### config.mk
export PLATFORM = sky130hd
export DESIGN_NAME = tachometer_kv_meter
export DESIGN_NICKNAME = d
export VERILOG_FILES = /design/src/rtl/tkv_pkg.sv /design/src/rtl/tkv_mul.sv /design/src/rtl/tkv_div.sv /design/src/rtl/tachometer_kv_meter.sv
export SDC_FILE = /design/constraint.sdc
export NUM_CORES = 1
export LEC_CHECK = 0
export BUFFER_PORTS_ARGS = -buffer_cell sky130_fd_sc_hd__buf_2
export CAP_MARGIN = 20
export CELL_PAD_IN_SITES_DETAIL_PLACEMENT = 0
export CELL_PAD_IN_SITES_GLOBAL_PLACEMENT = 1
export CORE_AREA = 2 2 282 284
export CTS_CLUSTER_DIAMETER = 200
export DETAILED_ROUTE_END_ITERATION = 10
export DIE_AREA = 0 0 284 286
export GPL_TIMING_DRIVEN = 0
export HOLD_SLACK_MARGIN = 0.15
export PLACE_DENSITY_LB_ADDON = 0.25
export SLEW_MARGIN = 20
export SYNTH_ARGS = -nofsm -noshare
export SYNTH_HDL_FRONTEND = slang
export SYNTH_SLANG_ARGS = --single-unit
### constraint.sdc
create_clock -name clk_i -period 6.8 [get_ports clk_i]
set_input_delay 0.68 -clock clk_i [delete_from_list [all_inputs] [get_ports clk_i]]
set_output_delay 0.68 -clock clk_i [all_outputs]
set_load 0.005 [all_outputs]
### src/rtl/tkv_pkg.sv
// Shared types, widths and constants of the tachometer and KV meter.
package tkv_pkg;

  // Averaging depths
  localparam int unsigned PERIOD_AVG_COUNT = 10;
  localparam int unsigned VOLT_AVG_COUNT   = 40;

  // Field widths
  localparam int unsigned TIME_W  = 32;
  localparam int unsigned ADC_W   = 12;
  localparam int unsigned VOLT_W  = 20;
  localparam int unsigned CNT_W   = 4;
  localparam int unsigned TIRE_W  = 20;
  localparam int unsigned RPM24_W = 24;
  localparam int unsigned SPEED_W = 16;
  localparam int unsigned MV_W    = 14;
  localparam int unsigned CFG_W   = 16;
  localparam int unsigned DIAM_W  = 8;

  // Stream payload widths
  localparam int unsigned IN_DATA_W  = 48;
  localparam int unsigned OUT_DATA_W = 128;
  localparam int unsigned OUT_USED_W = TIRE_W + 3 * RPM24_W + SPEED_W + MV_W;

  // Shift-add multiplier: A operand in parallel, B operand one bit per cycle
  localparam int unsigned MUL_A_W   = 32;
  localparam int unsigned MUL_B_W   = 20;
  localparam int unsigned MUL_P_W   = MUL_A_W + MUL_B_W;
  localparam int unsigned MUL_CNT_W = $clog2(MUL_B_W + 1);

  // Restoring divider: one quotient bit per cycle
  localparam int unsigned DIV_N_W = 46;
  localparam int unsigned DIV_D_W = 32;
  localparam int unsigned DIV_L_W = $clog2(DIV_N_W + 1);

  // Arithmetic constants
  localparam logic [TIRE_W-1:0]  TIRE_RPM_MAX = 20'd999999;
  localparam logic [RPM24_W-1:0] MAX24        = 24'hFF_FFFF;
  localparam logic [SPEED_W-1:0] MAX16        = 16'hFFFF;
  localparam int unsigned RPM_NUM      = 60000000;  // us per minute
  localparam int unsigned RPM_NUM_W    = 26;
  localparam int unsigned GEAR_DEN     = 1000;
  localparam int unsigned SPEED_K      = 188490;    // 31415 * 6
  localparam int unsigned SPEED_DEN    = 10000000;
  localparam int unsigned ADC_TO_VOLT  = 136;       // 8.5 * 65536 / 4096
  localparam int unsigned MV_SCALE     = 1000;

  // Configuration register indexes
  localparam logic [1:0] REG_IGNORE = 2'd0;
  localparam logic [1:0] REG_GEAR   = 2'd1;
  localparam logic [1:0] REG_DIAM   = 2'd2;

  typedef struct packed {
    logic               start;
    logic [MUL_A_W-1:0] a;
    logic [MUL_B_W-1:0] b;
  } tkv_mul_req_t;

  typedef struct packed {
    logic               start;
    logic [DIV_N_W-1:0] num;  // left aligned
    logic [DIV_D_W-1:0] den;
    logic [DIV_L_W-1:0] len;  // numerator bits to process
  } tkv_div_req_t;

  typedef enum logic [4:0] {
    S_IDLE,
    S_PCHK,
    S_PMUL,
    S_PDIV,
    S_VMUL1,
    S_VMUL2,
    S_VDIV,
    S_TIRE,
    S_MMUL,
    S_MDIV,
    S_KVDIV,
    S_TMUL,
    S_TDIV,
    S_SMUL1,
    S_SMUL2,
    S_SDIV,
    S_MV,
    S_EMIT
  } tkv_state_e;

endpackage

### src/rtl/tkv_mul.sv
// Bit-serial shift-add multiplier, one multiplier bit per cycle.
module tkv_mul import tkv_pkg::*; (
  input  logic               clk_i,
  input  logic               rst_ni,
  input  tkv_mul_req_t       req_i,
  output logic               done_o,
  output logic [MUL_P_W-1:0] prod_o
);

  logic                 busy_q;
  logic                 done_q;
  logic [MUL_CNT_W-1:0] cnt_q;
  logic [MUL_A_W-1:0]   a_q;
  logic [MUL_P_W-1:0]   p_q;
  logic [MUL_A_W:0]     sum;

  // Add the multiplicand into the upper half when the current multiplier bit is set
  assign sum = {1'b0, p_q[MUL_P_W-1:MUL_B_W]} + (p_q[0] ? {1'b0, a_q} : '0);

  always_ff @(posedge clk_i or negedge rst_ni) begin
    if (!rst_ni) begin
      busy_q <= 1'b0;
      done_q <= 1'b0;
      cnt_q  <= '0;
    end else begin
      done_q <= 1'b0;
      if (req_i.start) begin
        busy_q <= 1'b1;
        cnt_q  <= MUL_CNT_W'(MUL_B_W);
      end else if (busy_q) begin
        cnt_q <= cnt_q - 1'b1;
        if (cnt_q == MUL_CNT_W'(1)) begin
          busy_q <= 1'b0;
          done_q <= 1'b1;
        end
      end
    end
  end

  always_ff @(posedge clk_i) begin
    if (req_i.start) begin
      a_q <= req_i.a;
      p_q <= {{MUL_A_W{1'b0}}, req_i.b};
    end else if (busy_q) begin
      p_q <= {sum, p_q[MUL_B_W-1:1]};
    end
  end

  assign done_o = done_q;
  assign prod_o = p_q;

endmodule

### src/rtl/tkv_div.sv
// Restoring divider, one quotient bit per cycle over a left-aligned numerator.
module tkv_div import tkv_pkg::*; (
  input  logic               clk_i,
  input  logic               rst_ni,
  input  tkv_div_req_t       req_i,
  output logic               done_o,
  output logic [DIV_N_W-1:0] quot_o
);

  logic               busy_q;
  logic               done_q;
  logic [DIV_L_W-1:0] cnt_q;
  logic [DIV_D_W-1:0] den_q;
  logic [DIV_D_W-1:0] rem_q;
  logic [DIV_N_W-1:0] q_q;
  logic [DIV_D_W:0]   trial;
  logic [DIV_D_W:0]   diff;
  logic               ge;

  // Bring down the next numerator bit and try to subtract the divisor
  assign trial = {rem_q, q_q[DIV_N_W-1]};
  assign diff  = trial - {1'b0, den_q};
  assign ge    = trial >= {1'b0, den_q};

  always_ff @(posedge clk_i or negedge rst_ni) begin
    if (!rst_ni) begin
      busy_q <= 1'b0;
      done_q <= 1'b0;
      cnt_q  <= '0;
    end else begin
      done_q <= 1'b0;
      if (req_i.start) begin
        busy_q <= 1'b1;
        cnt_q  <= req_i.len;
      end else if (busy_q) begin
        cnt_q <= cnt_q - 1'b1;
        if (cnt_q == DIV_L_W'(1)) begin
          busy_q <= 1'b0;
          done_q <= 1'b1;
        end
      end
    end
  end

  // Numerator bits leave at the top while quotient bits enter at the bottom
  always_ff @(posedge clk_i) begin
    if (req_i.start) begin
      den_q <= req_i.den;
      rem_q <= '0;
      q_q   <= req_i.num;
    end else if (busy_q) begin
      rem_q <= ge ? diff[DIV_D_W-1:0] : trial[DIV_D_W-1:0];
      q_q   <= {q_q[DIV_N_W-2:0], ge};
    end
  end

  assign done_o = done_q;
  assign quot_o = q_q;

endmodule

### src/rtl/tachometer_kv_meter.sv
// Tachometer and KV meter: pulse period and battery voltage averaging with rpm/KV results.
//
// Each input beat is either a rotation pulse (tuser = 0) carrying a microsecond
// timestamp, or a battery ADC sample (tuser = 1). A pulse no farther than
// ignore_interval_us from the last kept pulse (wrapping difference) is dropped.
// A kept pulse updates the period average d = (9d + delta) / 10, and every
// tenth kept pulse produces one output beat with tire rpm, motor rpm, KV,
// KVT x10, speed x100 and battery millivolts; tuser flags a zero battery
// average, in which case both per-volt fields read all ones. All results
// saturate at their field maximum. ADC samples update the voltage average
// v = (39v + 136 * adc) / 40 in units of 2^-16 V and never produce a beat.
// The block works on one beat at a time: all arithmetic runs through one
// bit-serial shift-add multiplier and one restoring divider. The output
// beat sits in its own register, so a new input beat is taken while a
// finished result still waits for m_axis_tready. Configuration writes are
// registered and must only be made while the block is idle.
module tachometer_kv_meter import tkv_pkg::*; (
  input  logic                  clk_i,
  input  logic                  rst_ni,
  // Input stream
  input  logic                  s_axis_tvalid,
  output logic                  s_axis_tready,
  input  logic [IN_DATA_W-1:0]  s_axis_tdata,   // time_us[31:0], adc_sample[43:32], zero pad
  input  logic                  s_axis_tuser,   // action
  // Output stream
  output logic                  m_axis_tvalid,
  input  logic                  m_axis_tready,
  output logic [OUT_DATA_W-1:0] m_axis_tdata,   // tire_rpm[19:0], motor_rpm[43:20],
                                                // kv_value[67:44], kvt_x10[91:68],
                                                // speed_x100[107:92], battery_mv[121:108],
                                                // zero pad
  output logic                  m_axis_tuser,   // voltage_zero
  // Configuration write port
  input  logic                  cfg_we_i,
  input  logic [1:0]            cfg_addr_i,
  input  logic [CFG_W-1:0]      cfg_wdata_i
);

  // Control state
  tkv_state_e state_q, state_d;
  logic       issue_q, issue_d;  // request already issued to the shared unit

  // Configuration
  logic [CFG_W-1:0]  ignore_q;
  logic [CFG_W-1:0]  gear_q;
  logic [DIAM_W-1:0] diam_q;

  // Averaging state
  logic [TIME_W-1:0] last_q;
  logic [TIME_W-1:0] period_q;
  logic [CNT_W-1:0]  cnt_q;
  logic [VOLT_W-1:0] volt_q;

  // Captured input beat and working registers
  logic [TIME_W-1:0]   t_q;
  logic [ADC_W-1:0]    adc_q;
  logic [25:0]         tmp_q;
  logic [DIV_N_W-1:0]  num_q;
  logic [TIRE_W-1:0]   tire_q;
  logic [RPM24_W-1:0]  motor_q;
  logic [RPM24_W-1:0]  kv_q;
  logic [RPM24_W-1:0]  kvt_q;
  logic [SPEED_W-1:0]  speed_q;

  // Output register
  logic                  out_valid_q;
  logic [OUT_USED_W-1:0] out_data_q;
  logic                  out_vz_q;

  // Shared arithmetic units
  tkv_mul_req_t       mul_req;
  tkv_div_req_t       div_req;
  logic               mul_done;
  logic               div_done;
  logic [MUL_P_W-1:0] prod;
  logic [DIV_N_W-1:0] quot;

  logic [TIME_W-1:0] delta;
  logic              emit_ok;
  logic              in_beat;

  tkv_mul u_mul (
    .clk_i  (clk_i),
    .rst_ni (rst_ni),
    .req_i  (mul_req),
    .done_o (mul_done),
    .prod_o (prod)
  );

  tkv_div u_div (
    .clk_i  (clk_i),
    .rst_ni (rst_ni),
    .req_i  (div_req),
    .done_o (div_done),
    .quot_o (quot)
  );

  // Wrapping spacing from the last kept pulse
  assign delta   = t_q - last_q;
  assign emit_ok = !out_valid_q || m_axis_tready;
  assign in_beat = s_axis_tvalid && s_axis_tready;

  assign s_axis_tready = (state_q == S_IDLE);

  always_ff @(posedge clk_i or negedge rst_ni) begin
    if (!rst_ni) begin
      state_q <= S_IDLE;
      issue_q <= 1'b0;
    end else begin
      state_q <= state_d;
      issue_q <= issue_d;
    end
  end

  // Sequencer: each arithmetic state issues one request and waits for its done
  always_comb begin
    state_d = state_q;
    issue_d = issue_q;
    mul_req = '0;
    div_req = '0;
    unique case (state_q)
      S_IDLE: begin
        if (s_axis_tvalid) begin
          state_d = s_axis_tuser ? S_VMUL1 : S_PCHK;
        end
      end
      S_PCHK: begin
        state_d = (delta <= {{(TIME_W-CFG_W){1'b0}}, ignore_q}) ? S_IDLE : S_PMUL;
      end
      S_PMUL: begin
        mul_req.start = !issue_q;
        mul_req.a     = period_q;
        mul_req.b     = MUL_B_W'(PERIOD_AVG_COUNT - 1);
        if (mul_done) state_d = S_PDIV;
      end
      S_PDIV: begin
        div_req.start = !issue_q;
        div_req.num   = {num_q[35:0], 10'b0};
        div_req.den   = DIV_D_W'(PERIOD_AVG_COUNT);
        div_req.len   = DIV_L_W'(36);
        if (div_done) begin
          state_d = (cnt_q == CNT_W'(PERIOD_AVG_COUNT - 1)) ? S_TIRE : S_IDLE;
        end
      end
      S_VMUL1: begin
        mul_req.start = !issue_q;
        mul_req.a     = MUL_A_W'(volt_q);
        mul_req.b     = MUL_B_W'(VOLT_AVG_COUNT - 1);
        if (mul_done) state_d = S_VMUL2;
      end
      S_VMUL2: begin
        mul_req.start = !issue_q;
        mul_req.a     = MUL_A_W'(adc_q);
        mul_req.b     = MUL_B_W'(ADC_TO_VOLT);
        if (mul_done) state_d = S_VDIV;
      end
      S_VDIV: begin
        div_req.start = !issue_q;
        div_req.num   = {num_q[26:0], 19'b0};
        div_req.den   = DIV_D_W'(VOLT_AVG_COUNT);
        div_req.len   = DIV_L_W'(27);
        if (div_done) state_d = S_IDLE;
      end
      S_TIRE: begin
        // A zero period divides to all ones and saturates like any large quotient
        div_req.start = !issue_q;
        div_req.num   = {RPM_NUM_W'(RPM_NUM), {(DIV_N_W-RPM_NUM_W){1'b0}}};
        div_req.den   = period_q;
        div_req.len   = DIV_L_W'(RPM_NUM_W);
        if (div_done) state_d = S_MMUL;
      end
      S_MMUL: begin
        mul_req.start = !issue_q;
        mul_req.a     = MUL_A_W'(gear_q);
        mul_req.b     = tire_q;
        if (mul_done) state_d = S_MDIV;
      end
      S_MDIV: begin
        div_req.start = !issue_q;
        div_req.num   = {num_q[35:0], 10'b0};
        div_req.den   = DIV_D_W'(GEAR_DEN);
        div_req.len   = DIV_L_W'(36);
        if (div_done) state_d = S_KVDIV;
      end
      S_KVDIV: begin
        div_req.start = !issue_q;
        div_req.num   = {motor_q, 16'b0, 6'b0};
        div_req.den   = DIV_D_W'(volt_q);
        div_req.len   = DIV_L_W'(40);
        if (div_done) state_d = S_TMUL;
      end
      S_TMUL: begin
        mul_req.start = !issue_q;
        mul_req.a     = MUL_A_W'(tire_q);
        mul_req.b     = MUL_B_W'(10);
        if (mul_done) state_d = S_TDIV;
      end
      S_TDIV: begin
        div_req.start = !issue_q;
        div_req.num   = {tmp_q[23:0], 16'b0, 6'b0};
        div_req.den   = DIV_D_W'(volt_q);
        div_req.len   = DIV_L_W'(40);
        if (div_done) state_d = S_SMUL1;
      end
      S_SMUL1: begin
        mul_req.start = !issue_q;
        mul_req.a     = MUL_A_W'(SPEED_K);
        mul_req.b     = MUL_B_W'(diam_q);
        if (mul_done) state_d = S_SMUL2;
      end
      S_SMUL2: begin
        mul_req.start = !issue_q;
        mul_req.a     = MUL_A_W'(tmp_q);
        mul_req.b     = tire_q;
        if (mul_done) state_d = S_SDIV;
      end
      S_SDIV: begin
        div_req.start = !issue_q;
        div_req.num   = num_q;
        div_req.den   = DIV_D_W'(SPEED_DEN);
        div_req.len   = DIV_L_W'(DIV_N_W);
        if (div_done) state_d = S_MV;
      end
      S_MV: begin
        mul_req.start = !issue_q;
        mul_req.a     = MUL_A_W'(volt_q);
        mul_req.b     = MUL_B_W'(MV_SCALE);
        if (mul_done) state_d = S_EMIT;
      end
      S_EMIT: begin
        // Hold until the output register is free
        if (emit_ok) state_d = S_IDLE;
      end
      default: state_d = S_IDLE;
    endcase
    if (mul_req.start || div_req.start) issue_d = 1'b1;
    if (mul_done || div_done)           issue_d = 1'b0;
  end

  // Configuration registers
  always_ff @(posedge clk_i or negedge rst_ni) begin
    if (!rst_ni) begin
      ignore_q <= CFG_W'(7000);
      gear_q   <= CFG_W'(6989);
      diam_q   <= DIAM_W'(63);
    end else if (cfg_we_i) begin
      unique case (cfg_addr_i)
        REG_IGNORE: ignore_q <= cfg_wdata_i;
        REG_GEAR:   gear_q   <= cfg_wdata_i;
        REG_DIAM:   diam_q   <= cfg_wdata_i[DIAM_W-1:0];
        default:    ;
      endcase
    end
  end

  // Averaging state: period, last pulse time, pulse count, voltage
  always_ff @(posedge clk_i or negedge rst_ni) begin
    if (!rst_ni) begin
      last_q   <= '0;
      period_q <= TIME_W'(1);
      cnt_q    <= '0;
      volt_q   <= '0;
    end else begin
      if (state_q == S_PDIV && div_done) begin
        period_q <= quot[TIME_W-1:0];
        last_q   <= t_q;
        cnt_q    <= (cnt_q == CNT_W'(PERIOD_AVG_COUNT - 1)) ? '0 : cnt_q + 1'b1;
      end
      if (state_q == S_VDIV && div_done) begin
        volt_q <= quot[VOLT_W-1:0];
      end
    end
  end

  // Working registers, loaded from the input beat, as each product or quotient completes, and on emit
  always_ff @(posedge clk_i) begin
    if (in_beat) begin
      t_q   <= s_axis_tdata[TIME_W-1:0];
      adc_q <= s_axis_tdata[TIME_W+ADC_W-1:TIME_W];
    end
    if (mul_done) begin
      unique case (state_q)
        S_PMUL:  num_q <= DIV_N_W'(prod[35:0]) + DIV_N_W'(delta);
        S_VMUL1: tmp_q <= prod[25:0];
        S_VMUL2: num_q <= DIV_N_W'(tmp_q) + DIV_N_W'(prod[19:0]);
        S_MMUL:  num_q <= prod[DIV_N_W-1:0];
        S_TMUL:  tmp_q <= prod[25:0];
        S_SMUL1: tmp_q <= prod[25:0];
        S_SMUL2: num_q <= prod[DIV_N_W-1:0];
        default: ;
      endcase
    end
    if (div_done) begin
      unique case (state_q)
        S_TIRE: begin
          tire_q <= (quot > DIV_N_W'(TIRE_RPM_MAX)) ? TIRE_RPM_MAX : quot[TIRE_W-1:0];
        end
        S_MDIV: begin
          motor_q <= (quot > DIV_N_W'(MAX24)) ? MAX24 : quot[RPM24_W-1:0];
        end
        S_KVDIV: begin
          kv_q <= (quot > DIV_N_W'(MAX24)) ? MAX24 : quot[RPM24_W-1:0];
        end
        S_TDIV: begin
          kvt_q <= (quot > DIV_N_W'(MAX24)) ? MAX24 : quot[RPM24_W-1:0];
        end
        S_SDIV: begin
          speed_q <= (quot > DIV_N_W'(MAX16)) ? MAX16 : quot[SPEED_W-1:0];
        end
        default: ;
      endcase
    end
    if (state_q == S_EMIT && emit_ok) begin
      // Millivolts come straight from the last product: v * 1000 >> 16
      out_data_q <= {prod[MV_W+15:16], speed_q, kvt_q, kv_q, motor_q, tire_q};
      out_vz_q   <= (volt_q == '0);
    end
  end

  // Output valid: set when a result is loaded, drop once the beat is taken
  always_ff @(posedge clk_i or negedge rst_ni) begin
    if (!rst_ni) begin
      out_valid_q <= 1'b0;
    end else if (state_q == S_EMIT && emit_ok) begin
      out_valid_q <= 1'b1;
    end else if (m_axis_tready) begin
      out_valid_q <= 1'b0;
    end
  end

  assign m_axis_tvalid = out_valid_q;
  assign m_axis_tdata  = {{(OUT_DATA_W-OUT_USED_W){1'b0}}, out_data_q};
  assign m_axis_tuser  = out_vz_q;

  // The two shared units are never started together
  a_one_unit: assert property (@(posedge clk_i) disable iff (!rst_ni)
    !(mul_req.start && div_req.start))
    else $error("multiplier and divider started in the same cycle");

  // The pulse count wraps before reaching the averaging depth
  a_cnt_range: assert property (@(posedge clk_i) disable iff (!rst_ni)
    cnt_q < CNT_W'(PERIOD_AVG_COUNT))
    else $error("pulse count out of range");

  // A new output beat only appears out of the emit state
  a_valid_src: assert property (@(posedge clk_i) disable iff (!rst_ni)
    $rose(m_axis_tvalid) |-> $past(state_q) == S_EMIT)
    else $error("output valid raised outside the emit state");

  // A finished result waits while the previous one is stalled
  a_emit_hold: assert property (@(posedge clk_i) disable iff (!rst_ni)
    (state_q == S_EMIT && m_axis_tvalid && !m_axis_tready) |=> state_q == S_EMIT)
    else $error("result overwrote a stalled output beat");

endmodule
# ---- Word level (Yosys, flattened, before mapping)
# Index checks and enable logic that the tools add are counted.
dict set report totals {
  ff_bits 691
  inputBits 72
  out_inout_bits 131
  wordCells 167
}
dict set report op_classes {
  addsub 8
  n_lt_le_gt_ge 5
  eq_ne 39
  muxes 52
  reduce_logical 30
}
# operator n
set ops {}
lappend ops {{$pmux 85 s7} 1}
lappend ops {{$pmux 53 s8} 1}
lappend ops {{$pmux 46 s3} 1}
lappend ops {{$mux 5} 19}
lappend ops {{$mux 46} 2}
lappend ops {{$pmux 5 s18} 1}
lappend ops {{$mux 32} 2}
lappend ops {{$sub 32x32->32} 2}
lappend ops {{$gt 46x16->1 const B} 1}
lappend ops {{$gt 46x20->1 const B} 1}
lappend ops {{$gt 46x24->1 const B} 1}
lappend ops {{$eq 5x4->1 const B} 8}
lappend ops {{$mux 20} 2}
lappend ops {{$add 36x32->37} 1}
lappend ops {{$add 32x32->33} 1}
lappend ops {{$ge 33x32->1} 1}
lappend ops {{$le 32x16->1} 1}
lappend ops {{$ne 2x1->1 const B} 15}
lappend ops {{$add 26x20->27} 1}
lappend ops {{$mux 24} 1}
lappend ops {{$eq 5x3->1 const B} 4}
lappend ops {{$logic_not 20->1} 1}
lappend ops {{$reduce_and 2->1} 10}
lappend ops {{$reduce_and 17->1} 1}
lappend ops {{other kinds (25)} 55}

# ---- Depth between registers and ports, before layout
# Gate-level depths: netlist (run 1).
dict set report depth {
  ltp_word 5
  ltp_mapped 22
  depth_no_buf 22
}

# ---- Cells and area by module
# From an unflattened synthesis (run 1), not the netlist that was laid out.
dict set report hier_totals {
  hier_cells 3106
  hier_area_um2 36004.5
}
# mod n_inst cells_each area_each_um2 seq_area_each_um2
set by_module_without_submodules {}
lappend by_module_without_submodules {tachometer_kv_meter 1 2014 24232.0 13825.8}
lappend by_module_without_submodules {tkv_div 1 578 6462.4 3183.1}
lappend by_module_without_submodules {tkv_mul 1 514 5310.1 2377.3}

# ---- Worst setup path before layout (run 1)
# No wires, ideal clock.
dict set report synth_timing {
  kind {flip-flop to flip-flop}
  start {register state_q[3]}
  end {register out_vz_q, in the netlist m_axis_tuser (enable)}
  setup_ns 0.620
  arrival_ns 6.255
  path_slack_ns -0.075
  path_stages_with_launch 5
  n_path_buf 1
  cell_sequence {dfrtp_1 clkbuf_1 nor2_1 nand3_1 nor2b_1}
}
dict set report synth_via {
  elab_chain_cells 2
}
# item line
set synth_lines {}
lappend synth_lines {{from (decl)} tachometer_kv_meter.sv:40} ;# tkv_state_e state_q, state_d;
lappend synth_lines {{from (signal assigned)} tachometer_kv_meter.sv:110} ;# state_q <= state_d;
lappend synth_lines {{$eq 5x5->1} tachometer_kv_meter.sv:313} ;# if (state_q == S_EMIT && emit_ok) begin
lappend synth_lines {{$logic_and 1x1->1} tachometer_kv_meter.sv:313}
lappend synth_lines {{to (signal assigned)} tachometer_kv_meter.sv:316} ;# out_vz_q <= (volt_q == '0);
lappend synth_lines {{to (decl)} tachometer_kv_meter.sv:68} ;# logic out_vz_q;
# Every way passes these cells.
# A chain may end at the register's enable or synchronous reset.

# ---- Worst setup path in the final report (run 1)
dict set report layout_timing {
  start {register t_q[5]}
  end {register num_q[34], data pin}
}
dict set report layout_via {
  elab_chain_cells 3
}
# item line
set layout_lines {}
lappend layout_lines {{from (decl)} tachometer_kv_meter.sv:55} ;# logic [TIME_W-1:0] t_q;
lappend layout_lines {{from (signal assigned)} tachometer_kv_meter.sv:278} ;# t_q <= s_axis_tdata[TIME_W-1:0];
lappend layout_lines {{$sub 32x32->32} tachometer_kv_meter.sv:99} ;# assign delta = t_q - last_q;
lappend layout_lines {{$add 36x32->37} tachometer_kv_meter.sv:283} ;# S_PMUL: num_q <= DIV_N_W'(prod[35:0]) + DIV_N_W'(delta);
lappend layout_lines {{$pmux 46 s3} tachometer_kv_meter.sv:282} ;# unique case (state_q)
lappend layout_lines {{to (signal assigned)} tachometer_kv_meter.sv:283}
lappend layout_lines {{to (signal assigned)} tachometer_kv_meter.sv:285} ;# S_VMUL2: num_q <= DIV_N_W'(tmp_q) + DIV_N_W'(prod[19:0]);
lappend layout_lines {{to (signal assigned)} tachometer_kv_meter.sv:286} ;# S_MMUL: num_q <= prod[DIV_N_W-1:0];
lappend layout_lines {{to (decl)} tachometer_kv_meter.sv:58} ;# logic [DIV_N_W-1:0] num_q;
# Every way passes these cells.

==> results of run 1 <==
-- routing by layer --
metal / GRT usage (%) / vias up
met5: 0 / -
met4: 11.45 / 0
met3: 4.330 / 215
met2: 47.55 / 976
met1: 36.30 / 13091
li1: - / 11968
-- kinds of logic (layout without fill, tap and decap cells) --
logic type / after synthesis / after routing
compound gates: 811 / 811
xor+xnor: 134 / 134
fa+ha+maj: 172 / 172
buf+inv: 272 / 623
flops: 691 / 691
mux: 150 / 150
other cells: 1 / 8
simple gates: 816 / 816
-- worst max path at each step --
stage | start | to | cells past startpoint
after floorplan | t_q[4] | num_q[34] | 19
after global placement | state_q[3] | out_data_q[40] | 4
after detailed placement | t_q[5] | num_q[34] | 19
after CTS | t_q[5] | num_q[34] | 19
after global routing | t_q[5] | num_q[34] | 19
final | t_q[5] | num_q[34] | 19
-- per-stage QoR --
stage	power (mW)	setup slack [ns]
after floorplan	11.06	2.250
after global placement	13.08	0.4424
after detailed placement	13.28	1.097
after CTS	17.73	1.048
after global routing	18.82	0.7298
final	17.74	1.051
-- placed cells by master (no fill, tap or decap), drive strengths merged, types with 28 or more instances in the layout --
cell type,n
xnor2,86
inv,140
a22o,45
a31oi,32
nor3,46
buf,229
dfxtp,64
o21ai,195
nand3,64
dfrtp,128
a21o,61
nand2,226
clkinv,37
nand2b,66
mux2,109
a211oi,34
xor2,48
a22oi,69
and2,81
ha,167
a221oi,28
edfxtp,477
clkbuf,199
and3,30
nor2,174
mux2i,41
a21oi,172
-- what timing repair did --
| action | in CTS | in global routing |
|---|---|---|
| endpoints found under the hold margin | 52 | 0 |
| buffers inserted | 0 | 0 |
| hold buffers | 1 | 0 |
| gates resized for setup | 0 | 0 |
-- layout make-up --
type                            instances  area share [%]
Antenna cell                            2         0.01240
Buffer                                132           1.348
Clock buffer                           92           5.064
Clock inverter                         54           1.711
Inverter                              140           1.302
Multi-Input combinational cell       2089           36.15
Sequential cell                       691           48.02
Tap cell                             1050           3.254
Timing Repair Buffer                  205           3.137
-- worst max-delay path, delay by kind of cell, from the launching register on --
kind	cells	cell delay, ns
AOI/OAI and AO/OA	12	3.10
xor gates and xnor gates	1	0.19
adders and majority gates	2	0.60
DFF	1	0.39
and+or+nand+nor	4	1.17
-- flip-flops by register name, summed over array words and instances (netlist names), 6 cells and up --
signal and cells:
u_div.quot_o 46, kv_q 24, u_div.den_q 32, u_mul.a_q 32, ignore_q 16, u_mul.prod_o 52
kvt_q 24, u_div.rem_q 32, out_data_q 122, motor_q 24, tire_q 20, num_q 46
diam_q 8, gear_q 16, period_q 32, volt_q 20, u_div.cnt_q 6, tmp_q 26
t_q 32, last_q 32, speed_q 16, adc_q 12
-- power by group through the flow --
stage          Combinational [mW]  Clock (mW)  Sequential (mW)
6_report                     7.24        4.42             6.08
5_1_grt                      8.01        4.66             6.15
4_1_cts                      7.17        4.49             6.07
3_5_place_dp                 7.13           0             6.15
3_3_place_gp                 6.90           0             6.18
2_1_floorplan                5.22           0             5.84
==> impl_results.md, run 1 <==
* Min cycle time layout at 5.749 ns
* Met1 WL at 47400 microns
* Highest metal used: met4
* Slowest CP cell: or4_1
* Fin area at 40370 sq um
* Hold Crit Start: s_axis_tdata[2]
* Synth cell types at 97
* WHS Path Cells at 1
* Worst slew pin tran at 1.205 ns
* Fmax achieved at 173.9 MHz
* Max VDD drop at between 200 and 250 uV
* Largest net degree at the start of global routing at 88
* Root Driver: clkbuf_16
* Gr usage total at 28.14%
* Post-synthesis mux area share at under 10%
* Outcome: finished, final reports clean
* Top-Level Pins at ~200
* Vias at 26250
* Final Skew at 0.06872 ns
* Crit Path Max Fanout at 5
* Vias per cell at 5.892
* # setup viols final at 0
* Die Span X at 284 microns
* Synth Flop Type: edfxtp_1
* Post-Syn Area per Cell at about 11 sq um
* Clock Pin Slew Worst Setup and Hold Paths at 0.06 ns
* Seq pwr share at 34.3%
* Sink of the worst hold path: t_q[2]
* Area share of the largest cell type after synthesis at 40.94%
* Syn Inst Count at ~3000
* Met2 WL post-DR at 55280 microns
* Die area at 81220 sq um
* Setup TNS at 0 ns
* Crit share post-route at 84.55%
* Seq/Total Area, Yosys at 55.41%
* Longest Clk Path Bufs at 3
* Port buffer count at 192
* Synth Area in Simple Gates at 11.67%
* Relative slew slack at 19.63%
* Worst path max stage delay at ~0.56 ns
* Sink Count at just under 700
* Share of cells above drive strength 1 at roughly 15%
* Pwr Density at 439.6 nW/um^2
* Placed cell count at 4306
* H-Tree Depth at 3
* RD Place Congestion at a little under 1
* Synth top area cells: edfxtp_1 (41%), dfrtp_1 (9.2%), ha_1 (6.0%)
* Row cnt at 103
* P&R area growth vs syn at 15.39%
* Post-Synth Adder-Cell Area at 6.259%
* Ys async rst share at 21.71%
* DRT iter0 DRCs at roughly 2600
* Reg2reg path depth at 19
* Required @ worst endpoint at 7.18 ns
* First-pass detailed-route iteration total at 8
* TritonCTS clock tree: built
* Filler cells at between 6000 and 7000
* DRC violations left at 0
* Synth Area in Compound Gates at 15.56%
* Synth area leader: edfxtp_1
* Worst Hold Class: in -> reg
* Switching share of total power at 38.81%
* Most common cell in the netlist: edfxtp_1
* Final ANT Viol Nets at 0
* Synth Area in XOR/XNOR at 3.355%
* Commonest cells in the netlist: edfxtp_1 (477), nand2_1 (226), o21ai_0 (184)
* Core area at 78360 sq um
* CP most frequent cell: a21oi_1
* Sequential cell area at approximately 19000 sq um
* Number of global-route vias before repair at 26085
* Number of synthesized flops with an enable pin at 477
* Logic pwr share at 40.8%
* Reg2Reg Capture Point: num_q[34]
* Slew Limit Fails at 0
* Die Y at ~290 microns
* Starting density of the core at 44.65%
* Max cap viols at 0
* Net switching power at slightly below 7 mW
* Inserted Clock Buffers at 78
* Cells along the critical path: ha_1 -> or4_1 -> o21ai_1 -> a21oi_1 -> or3_1 -> a21o_1 -> a21oi_1 -> xnor2_1 -> ha_1 -> a21oi_1 -> nand2_1 -> o221ai_1 -> o2111ai_1 -> a31oi_2 -> o21ai_1 -> a21o_1 -> a31oi_1 -> nor4_1 -> a311o_1
* Largest family of logic cells by synthesized area: compound AO/OA/AOI/OAI gates
* Layout Cells excl Fill at 4455
* LEAKAGE at 15.04 nW
* Critical R2R Launch: t_q[5]
* Gr ovfl total at 0
* Skew-Pair Late Insertion Delay at 0.67 ns
* Mapped cell area at 34980 sq um
* DRT Wirelength at 115200 microns
* DP Wirelength at 89800 microns
* First-pass GRT wire length at between 150000 and 200000 microns
* Initial antenna violation count at 2
* RSZ-0062 raised after global routing: false
* Hold slack at around 0.19 ns
* CP Launch Type: flop
* Crit end category: flop
* Met3 wire len at 7437 microns
* Clk pwr share at 24.9%
* Multi-input logic area at 14590 sq um
* Fin util at roughly half
* FF+latch count, synth at 691
* WL per Instance at 25.85 microns
* Area after DPL at 37620 sq um
* WS Path Type: reg -> reg
* Final Hold Vio Count at 0
* Worst EP arrival at 6.13 ns
* Worst R2R Setup Slack at around 1.1 ns
* Int Pwr at 10.86 mW
* Yosys warnings at 0
* Nets at 3581
Note: power is estimated with default switching activity, not from simulation.
==> inputs of run 2 (changes only) <==
Clock period 6.8 ns to 5.15 ns, I/O delays scaled along.
==> impl_results.md, run 2 (same netlist as run 1, synthesis figures left out) <==
* Min cycle time layout at approximately 5.0 ns
* DP Wirelength at 89800 microns
* Top reg by flops: out_data_q
* Sink Count at between 600 and 700
* H-Tree Depth at 3
* First-pass GRT wire length at 171800 microns
* Final ANT Viol Nets at 0
* Die Span X at 284 microns
* TritonCTS clock tree: built
* Final Hold Vio Count at 0
* Crit share post-route at 98.01%
* P&R area growth vs syn at 17.84%
* Slew Limit Fails at 0
* DRT iter0 DRCs at 2488
* Share of cells above drive strength 1 at roughly 16%
* Layout Cells excl Fill at 4522
* Sink of the worst hold path: m_axis_tvalid
* Port buffer count at 192
* Nets at 3648
* Most common cell after layout, fill and taps aside: edfxtp_1
* Max cap viols at 0
* Crit Path Max Fanout at 4
* Relative slew slack at 23.44%
* Vias per cell at 5.854
* Largest net degree at the start of global routing at 88
* Number of global-route vias before repair at 26334
* Placed cell count at 4306
* Longest Clk Path Bufs at 3
* Max VDD drop at ~280 uV
* WL per Instance at about 26 microns
* Fmax achieved at 198.1 MHz
* Worst Hold Class: in -> reg
* First-pass detailed-route iteration total at 6
* Worst EP arrival at 5.43 ns
* RSZ-0062 raised after global routing: true
* CP Launch Type: flop
* Outcome: finished, final reports clean
* Row cnt at between 100 and 150
* WHS Path Cells at 3
* Gr ovfl total at 0
* Reg2reg path depth at 19
* # setup viols final at 0
* Clock Pin Slew Worst Setup and Hold Paths at 0.06 ns
* Die Y at 286 microns
* Worst slew pin tran at 1.148 ns
* WP buf/inv at 0
* Crit end category: flop
* Initial antenna violation count at 2
* Delay-heaviest family, CP: compound AO/OA/AOI/OAI gates
* Pwr Density at about 580 nW/um^2
* Required @ worst endpoint at 5.53 ns
* Starting density of the core at 44.65%
* WS Path Type: reg -> reg
* Core area at roughly 78000 sq um
* Hold Crit Start: m_axis_tready
* Final Skew at 0.06943 ns
* Vias at 26470
* Die area at 81220 sq um
* LEAKAGE at 15.36 nW
* Worst path max stage delay at approximately 0.57 ns
* Worst R2R Setup Slack at between 0.1 and 0.15 ns
* RD Place Congestion at 0.9796
* Inserted Clock Buffers at slightly below 80
* Critical R2R Launch: t_q[4]
* Most frequent cells in the layout: edfxtp_1 (477), nand2_1 (226), buf_2 (201)
* Fin area at 41230 sq um
* DRC violations left at 0
* Slowest CP cell: or4_4
* Filler cells at roughly 7000
* Reg2Reg Capture Point: num_q[34]
* Root Driver: clkbuf_16
* DRT Wirelength at between 100000 and 150000 microns
* Gr usage total at 28.29%
* Cells along the critical path: ha_2 -> or4_4 -> o21ai_4 -> a21oi_2 -> or3_1 -> a21o_1 -> a21oi_1 -> xnor2_1 -> ha_1 -> a21oi_2 -> nand2_1 -> o221ai_4 -> o2111ai_2 -> a31oi_2 -> o21ai_1 -> a21o_1 -> a31oi_4 -> nor4_1 -> a311o_1
* Skew-Pair Late Insertion Delay at ~0.66 ns
* Top-Level Pins at 203
* Max reg flops at 122
* Area after DPL at 37620 sq um
## run 2: worst min-delay path, cell delays in order
cell	delay, ns
buf_2	0.08
nand2b_1	0.15
nand2_1	0.07
## run 2: cell type report
class / instances / area, sq um / share of cell area, %
tap: 1050 / 1314 / 3.187
clock inverter: 54 / 690.7 / 1.675
timing repair buffer: 272 / 1922 / 4.662
buffer: 132 / 544.3 / 1.320
clock buffer: 92 / 2044 / 4.959
antenna: 2 / 5.005 / 0.01214
sequential: 691 / 19390 / 47.02
multi-input combinational: 2089 / 14800 / 35.89
inverter: 140 / 525.5 / 1.275
## run 2: worst max-delay path by stage
stage / end / slack, ns / startpoint / depth (start not counted)
floorplan: num_q[34] / 0.60 / t_q[4] / 19
global placement: out_data_q[40] / -1.21 / state_q[3] / 4
detailed placement: num_q[34] / -0.55 / t_q[5] / 19
CTS: num_q[34] / -0.04 / t_q[5] / 19
global route: num_q[34] / -0.06 / last_q[12] / 21
finish: num_q[34] / 0.10 / t_q[4] / 19
## run 2: power by group
| part | switching (mW) | internal (mW) | leakage [nW] |
|---|---|---|---|
| combinational | 5.89 | 3.96 | 7.87 |
| clock | 2.45 | 3.40 | 1.30 |
| sequential | 0.902 | 7.14 | 6.19 |
## run 2: through the flow
stage          utilization [%]  hold slack, ns  worst slack (ns)  power [mW]  setup TNS [ns]
2_1_floorplan                -          0.2194            0.5999       14.60               0
3_3_place_gp             47.58          0.4023            -1.208       17.27         -183.45
3_5_place_dp             48.01          0.4045           -0.5534       17.53          -2.806
4_1_cts                  52.40          0.1627          -0.04030       23.52        -0.04030
5_1_grt                  52.61          0.2437          -0.05812       25.14        -0.05812
6_report                 52.62          0.1938            0.1023       23.74               0
## run 2: metal layers
layer  GRT usage, %  part of all wire (%)  vias up  wire length [microns]
met4          11.84                   4.8        0                   5603
met1          36.31                    41    13136                  47740
li1               -                     -    12105                      -
met2          47.87                    48      991                  55430
met5              0                     0        -                      0
met3          4.370                   6.3      238                   7316
## run 2: what timing repair did
| action | 4_1_cts | 5_1_grt |
|---|---|---|
| gates resized for setup | 12 | 32 |
| endpoints found under the setup margin | 14 | 35 |
| hold buffers | 62 | 0 |
| hold endpoints to repair | 137 | 0 |
| buffers inserted | 1 | 5 |
| pin swaps | 2 | 11 |
